$ cat src/sv/ust_pkg.sv
// ust_pkg: shared constants for the unordered set table
// opcodes, status codes and fixed field widths; no dependencies
package ust_pkg;

  localparam int KEY_W   = 32;
  localparam int FIELD_W = 7;

  localparam logic [1:0] OP_LOOKUP = 2'd0;
  localparam logic [1:0] OP_INSERT = 2'd1;
  localparam logic [1:0] OP_DELETE = 2'd2;

  localparam logic STATUS_OK   = 1'b0;
  localparam logic STATUS_FULL = 1'b1;

  localparam logic [FIELD_W-1:0] CAP_RESET = 7'd64;

endpackage

$ cat src/sv/ust_ram.sv
// ust_ram: generic simple dual-port ram, one write and one registered read port
// no dependencies
module ust_ram #(
  parameter int WIDTH = 32,
  parameter int DEPTH = 64
) (
  input  logic                     clk,
  input  logic                     we,
  input  logic [$clog2(DEPTH)-1:0] waddr,
  input  logic [WIDTH-1:0]         wdata,
  input  logic [$clog2(DEPTH)-1:0] raddr,
  output logic [WIDTH-1:0]         rdata
);

  logic [WIDTH-1:0] mem [DEPTH];

  always_ff @(posedge clk) begin
    if (we) begin
      mem[waddr] <= wdata;
    end
    rdata <= mem[raddr];
  end

endmodule

$ cat src/sv/unordered_set_table.sv
// unordered_set_table: set of 32-bit keys in an unordered table with a fill count
// depends on ust_pkg and ust_ram
//
// usage: pulse start with opcode and value while busy is low; the item is
// taken at that edge and busy rises the next cycle. cfg_we writes
// capacity_limit (clamped to MAX_ENTRIES); write it only while idle.
// one result per item: done is high for exactly one cycle with found,
// position, count and status valid; the receiver cannot hold it off.
// the search walks the table one entry per cycle through the ram read port:
// a hit at index p is reported once entry p is compared, a miss once all
// count entries are compared. a delete then shifts the later entries down,
// one entry per cycle over the same ports. a new item may be started
// in the cycle done is shown. reset empties the set (fill count zero; the
// count output is not reset) and sets the limit to 64; the ram contents are
// not cleared, only entries below the count are ever used.
module unordered_set_table import ust_pkg::*; #(
  parameter int MAX_ENTRIES = 64
) (
  input  logic                     clk,
  input  logic                     rst,
  input  logic                     start,
  output logic                     busy,
  input  logic [1:0]               opcode,
  input  logic signed [KEY_W-1:0]  value,
  input  logic                     cfg_we,
  input  logic [FIELD_W-1:0]       cfg_wdata,
  output logic                     done,
  output logic                     found,
  output logic [FIELD_W-1:0]       position,
  output logic [FIELD_W-1:0]       count,
  output logic                     status
);

  localparam int AW = $clog2(MAX_ENTRIES);
  localparam int CW = $clog2(MAX_ENTRIES + 1);
  localparam int LW = (CW > FIELD_W) ? CW : FIELD_W;
  localparam logic [LW-1:0] MAX_L = LW'(MAX_ENTRIES);

  localparam logic [1:0] S_IDLE   = 2'd0;
  localparam logic [1:0] S_SEARCH = 2'd1;
  localparam logic [1:0] S_SHIFT  = 2'd2;

  logic [1:0]       state;
  logic [1:0]       op_r;
  logic [KEY_W-1:0] key_r;
  logic [CW-1:0]    fill;
  logic [FIELD_W-1:0] cap;
  logic [CW-1:0]    rd_idx;
  logic [CW-1:0]    cmp_idx;
  logic             cmp_valid;
  logic [CW-1:0]    sh_rd;
  logic [CW-1:0]    sh_wa;
  logic             sh_wv;

  logic [LW-1:0]    cap_l;
  logic [LW-1:0]    lim_l;
  logic             can_insert;
  logic             hit;
  logic             last_cmp;
  logic             miss;
  logic [CW-1:0]    cmp_next;

  logic             ram_we;
  logic [AW-1:0]    ram_waddr;
  logic [KEY_W-1:0] ram_wdata;
  logic [AW-1:0]    ram_raddr;
  logic [KEY_W-1:0] ram_rdata;

  assign busy = (state != S_IDLE);

  // limit clamp and hit/miss detection
  assign cap_l      = LW'(cap);
  assign lim_l      = (cap_l > MAX_L) ? MAX_L : cap_l;
  assign can_insert = (LW'(fill) < lim_l);
  assign cmp_next   = cmp_idx + CW'(1);
  assign hit        = (state == S_SEARCH) && cmp_valid && (ram_rdata == key_r);
  assign last_cmp   = cmp_valid ? (cmp_next == fill) : (fill == '0);
  assign miss       = (state == S_SEARCH) && !hit && last_cmp;

  assign ram_raddr = (state == S_SHIFT) ? sh_rd[AW-1:0] : rd_idx[AW-1:0];
  assign ram_we    = ((state == S_SHIFT) && sh_wv) ||
                     (miss && (op_r == OP_INSERT) && can_insert);
  assign ram_waddr = (state == S_SHIFT) ? sh_wa[AW-1:0] : fill[AW-1:0];
  assign ram_wdata = (state == S_SHIFT) ? ram_rdata : key_r;

  ust_ram #(
    .WIDTH(KEY_W),
    .DEPTH(MAX_ENTRIES)
  ) u_store (
    .clk  (clk),
    .we   (ram_we),
    .waddr(ram_waddr),
    .wdata(ram_wdata),
    .raddr(ram_raddr),
    .rdata(ram_rdata)
  );

  always_ff @(posedge clk) begin
    if (rst) begin
      state     <= S_IDLE;
      fill      <= '0;
      cap       <= CAP_RESET;
      done      <= 1'b0;
      cmp_valid <= 1'b0;
      sh_wv     <= 1'b0;
    end else begin
      done <= 1'b0;
      if (cfg_we) begin
        cap <= cfg_wdata;
      end
      unique case (state)
        S_IDLE: begin
          if (start) begin
            op_r      <= opcode;
            key_r     <= value;
            rd_idx    <= '0;
            cmp_valid <= 1'b0;
            state     <= S_SEARCH;
          end
        end
        S_SEARCH: begin
          rd_idx    <= rd_idx + CW'(1);
          cmp_idx   <= rd_idx;
          cmp_valid <= 1'b1;
          if (hit) begin
            found    <= 1'b1;
            position <= FIELD_W'(cmp_idx);
            status   <= STATUS_OK;
            if (op_r == OP_DELETE) begin
              if (cmp_next != fill) begin
                sh_rd <= cmp_next;
                sh_wv <= 1'b0;
                state <= S_SHIFT;
              end else begin
                fill  <= fill - CW'(1);
                count <= FIELD_W'(fill - CW'(1));
                done  <= 1'b1;
                state <= S_IDLE;
              end
            end else begin
              count <= FIELD_W'(fill);
              done  <= 1'b1;
              state <= S_IDLE;
            end
          end else if (miss) begin
            found    <= 1'b0;
            position <= FIELD_W'(fill);
            if ((op_r == OP_INSERT) && can_insert) begin
              fill   <= fill + CW'(1);
              count  <= FIELD_W'(fill + CW'(1));
              status <= STATUS_OK;
            end else if (op_r == OP_INSERT) begin
              count  <= FIELD_W'(fill);
              status <= STATUS_FULL;
            end else begin
              count  <= FIELD_W'(fill);
              status <= STATUS_OK;
            end
            done  <= 1'b1;
            state <= S_IDLE;
          end
        end
        S_SHIFT: begin
          // read entry sh_rd, write it one place down next cycle
          if (sh_rd != fill) begin
            sh_wa <= sh_rd - CW'(1);
            sh_wv <= 1'b1;
            sh_rd <= sh_rd + CW'(1);
          end else begin
            sh_wv <= 1'b0;
            fill  <= fill - CW'(1);
            count <= FIELD_W'(fill - CW'(1));
            done  <= 1'b1;
            state <= S_IDLE;
          end
        end
        default: begin
          state <= S_IDLE;
        end
      endcase
    end
  end

endmodule

$ cat config.mk
export PLATFORM = sky130hd
export DESIGN_NAME = unordered_set_table
export DESIGN_NICKNAME = d
export VERILOG_FILES = /design/src/sv/ust_pkg.sv /design/src/sv/ust_ram.sv /design/src/sv/unordered_set_table.sv
export SDC_FILE = /design/constraint.sdc
export NUM_CORES = 2
export LEC_CHECK = 0
export BUFFER_PORTS_ARGS = -buffer_cell sky130_fd_sc_hd__buf_2
export CAP_MARGIN = 5
export CORE_MARGIN = 5
export CORE_UTILIZATION = 60
export DETAILED_ROUTE_END_ITERATION = 6
export GPL_ROUTABILITY_DRIVEN = 0
export PLACE_DENSITY_LB_ADDON = 0.25
export RECOVER_POWER = 25
export SETUP_SLACK_MARGIN = 0.05
export SYNTH_ARGS = -nofsm -noshare
export SYNTH_HDL_FRONTEND = slang
export SYNTH_SLANG_ARGS = --single-unit
$ cat constraint.sdc
create_clock -name clk -period 5.3 [get_ports clk]
set_input_delay 0.265 -clock clk [delete_from_list [all_inputs] [get_ports clk]]
set_output_delay 0.265 -clock clk [all_outputs]
set_load 0.02 [all_outputs]
==> run metrics <==
status finished, violations left; failing checks max-capacitance violations, max-slew violations; total wire length 214 mm; Seq pwr share 52.8%; Worst Path Arrival 4.78 ns; syn avg cell area 20.6 µm²; first-pass GRT wire length 306 mm; Critical Path End Type flop; # fillers 8657; final setup fails 0; drt pass-1 iters 6; total core area 0.141 mm²; IO buf count 62; max-slew violations 838; Routed Antenna Nets 0; Post-Syn Instances 4129; Setup Skew 0.0296 ns; flop2flop setup slack 0.71 ns; Hold Path End key_r[3]$_DFFE_PP_; worst vdd ir 344 µV; Tcrit/Tclk final 86.6%; Top FF cell, synth edfxtp_1; I/O pin cnt 63; CP required 5.48 ns; worst r2r src state[0]$_SDFFE_PP0P_; CTS clk-pin slew, worst paths 0.06 ns; CTS max path bufs 3; Internal 28300 µW; via count 43145; switch share 21.6%; std cell rows 138; Finished Cell Area 0.0959 mm²; Fin. Hold Viols 0; initial antenna violation count 3; crit-path max FO 64; Comb power frac 6.8%; Post-synth ARST share 0%; vias in the first global route 43066; remaining global-route overflow 0; # H-tree levels 4; HP Class input pin to flop; DRC errors left 0; Sink Count 2176; sequential area share after synthesis 76.4%; GRT Total Usage 29.1%; CTS tree built; DR vias/cell 6.67; post-synthesis net count 4189; Layout Cells excl Fill 6464; Num CTS Buffers 204; Setup CP Type flop to flop; maximum clock rate 218 MHz; Die Height 386 µm; nature of the critical path startpoint flop; Pleak 0.0300 µW; wire per inst 33.1 µm; die area 0.149 mm²; clock root cell clkbuf_16; Setup TNS 0 ns; slew margin rel. -105%; Synth warnings 0; worst hold path depth 2; area post-placement 0.0888 mm²; Synth Cell Area 0.0849 mm²; WHS 0.163 ns; largest net degree at the start of global routing 91; Final HPWL DP 122 mm; initial DRC count 5178; min Tclk post-route 4.59 ns; Final nets 4463; clock share of power 40.4%; Worst Reg-to-Reg Cells 4; area grow syn2layout 13.0%; Slew @ Worst Pin 3.07 ns; reg2reg end u_store.mem[9][7]$_DFFE_PP_; Die X 386 µm; Distinct cells, synth 57; pwr/cell area 377 mW/mm²; synthesized flop and latch total 2176; P_sw 7820 µW; starting density of the core 60.2%; MaxCap Viol Count 15; number of synthesized flops with an enable pin 2125; Placed Cells 6030; share of layout cells above drive strength 1 24.4%; clk_lat worst skew 0.83 ns; hold path start value[3]; RSZ-0062 raised after global routing false; post-CTS resize count 0
==> flip-flops by register name (all words and copies together) (netlist names), 6 cells and up <==
name and cells:
u_store.mem 2048, key_r 32, u_store.rdata 32, cap 7, cmp_idx 7, count 7
fill 7, position 7, rd_idx 7, sh_rd 7, sh_wa 6
==> cell usage after synthesis (all sizes together) (6+ instances only) <==
master  instances  area [µm²]
nor3            8        40.0
nor2b           9        58.8
buf           125         810
nand2b          6        45.0
o21ai          18        93.8
mux2i          16         164
nand4           8        50.1
nor4            9        56.3
mux4          512       11500
a31oi          65         407
ha             15         188
xor2           34         298
a211oi        163        1220
inv            16        60.1
and2          135         845
mux2           38         432
edfxtp       2125       63800
nand2         315        1190
clkbuf        121         454
nand3           9        45.0
a311oi         64         561
a21oi          80         400
dfxtp          51        1020
xnor2          41         359
nor2          101         389
o32ai           8        70.1
==> cell type report <==
| type | count | area [µm²] | share of cell area, % |
|---|---|---|---|
| sequential | 2176 | 64800 | 67.6 |
| multi-input combinational | 1691 | 19300 | 20.2 |
| clock buffer | 267 | 5620 | 5.86 |
| timing repair buffer | 314 | 2640 | 2.76 |
| tap | 1890 | 2360 | 2.47 |
| clock inverter | 106 | 1060 | 1.10 |
| inverter | 16 | 60.1 | 0.0626 |
| antenna | 4 | 10.0 | 0.0104 |
==> power groups by stage <==
stage	registers [µW]	logic [µW]	clock network (µW)
after global placement	19400	2390	0
after floorplan	19400	1490	0
final	19100	2470	14600
after CTS	19000	2470	14700
after detailed placement	19400	2420	0
after global routing	19100	2590	15500
==> logic make-up (layout without fill, tap and decap cells) <==
group,after synthesis,in the layout,synth area share (%)
DFF,2176,2176,76.4
adders and majority gates,15,15,0.221
muxes,566,566,14.3
xor gates and xnor gates,76,76,0.800
and+or+nand+nor,622,622,3.40
other,0,4,0
buffers and inverters,262,703,1.56
AOI/OAI and AO/OA,412,412,3.38
==> timing repair <==
item | 4_1_cts | 5_1_grt
hold endpoints to repair | 47 | 0
buffers inserted | 0 | 0
hold buffers | 57 | 0
==> routing by layer <==
layer  global-route usage [%]  vias up  routed length (µm)
li1                         -    17584                   -
met1                     38.7    22763               77700
met2                     46.8     2359              105000
met3                     7.67      437               21400
met4                     11.5        2               10100
met5                        0        -                  13
==> placed cells by master (no fill, tap or decap), types with 11 or more instances in the layout <==
master,Yosys,routed
mux4_2,512,512
mux2_1,0,20
xnor2_1,41,41
dlygate4sd3_1,0,57
clkbuf_16,0,212
clkinv_1,0,41
inv_1,16,16
a211oi_1,163,163
edfxtp_1,2125,2125
buf_2,62,25
clkbuf_8,0,11
a21oi_1,80,80
nand2_1,311,311
a311oi_1,64,64
and2_1,135,132
xor2_1,34,34
o21ai_0,16,16
ha_1,15,14
nor2_1,99,35
dfxtp_1,51,51
mux2_2,37,14
clkbuf_1,121,89
a31oi_1,65,65
buf_4,36,157
clkinv_2,0,31
nor2_4,1,65
bufinv_16,0,20
mux2i_1,15,11
buf_12,0,30
==> worst max-delay path: stages (launching register included) <==
cell and delay, ns:
dfxtp_1 0.32, inv_1 0.14, ha_4 0.49, buf_4 0.65, mux2_1 2.28
==> worst max path at each step <==
stage / to / slack (ns) / cells after the start / from
after floorplan: u_store.mem[12][0]$_DFFE_PP_ / 1.14 / 11 / fill[1]$_SDFFE_PP0P_
after global placement: u_store.mem[22][15]$_DFFE_PP_ / 0.92 / 10 / fill[1]$_SDFFE_PP0P_
after CTS: u_store.mem[52][24]$_DFFE_PP_ / 0.87 / 10 / fill[1]$_SDFFE_PP0P_
after detailed placement: u_store.mem[20][20]$_DFFE_PP_ / 0.90 / 10 / fill[1]$_SDFFE_PP0P_
after global routing: u_store.mem[25][27]$_DFFE_PP_ / 0.57 / 4 / state[0]$_SDFFE_PP0P_
final: u_store.mem[9][7]$_DFFE_PP_ / 0.71 / 4 / state[0]$_SDFFE_PP0P_
==> stage by stage <==
step                      power [µW]  setup WS [ns]  utilization, %
after global routing           37100          0.570            68.0
after global placement         21800          0.918            62.9
final                          36100          0.708            68.0
after CTS                      36200          0.870            68.1
after floorplan                20900           1.14               -
after detailed placement       21800          0.898            62.9
Power figures use the tool's default switching activity.
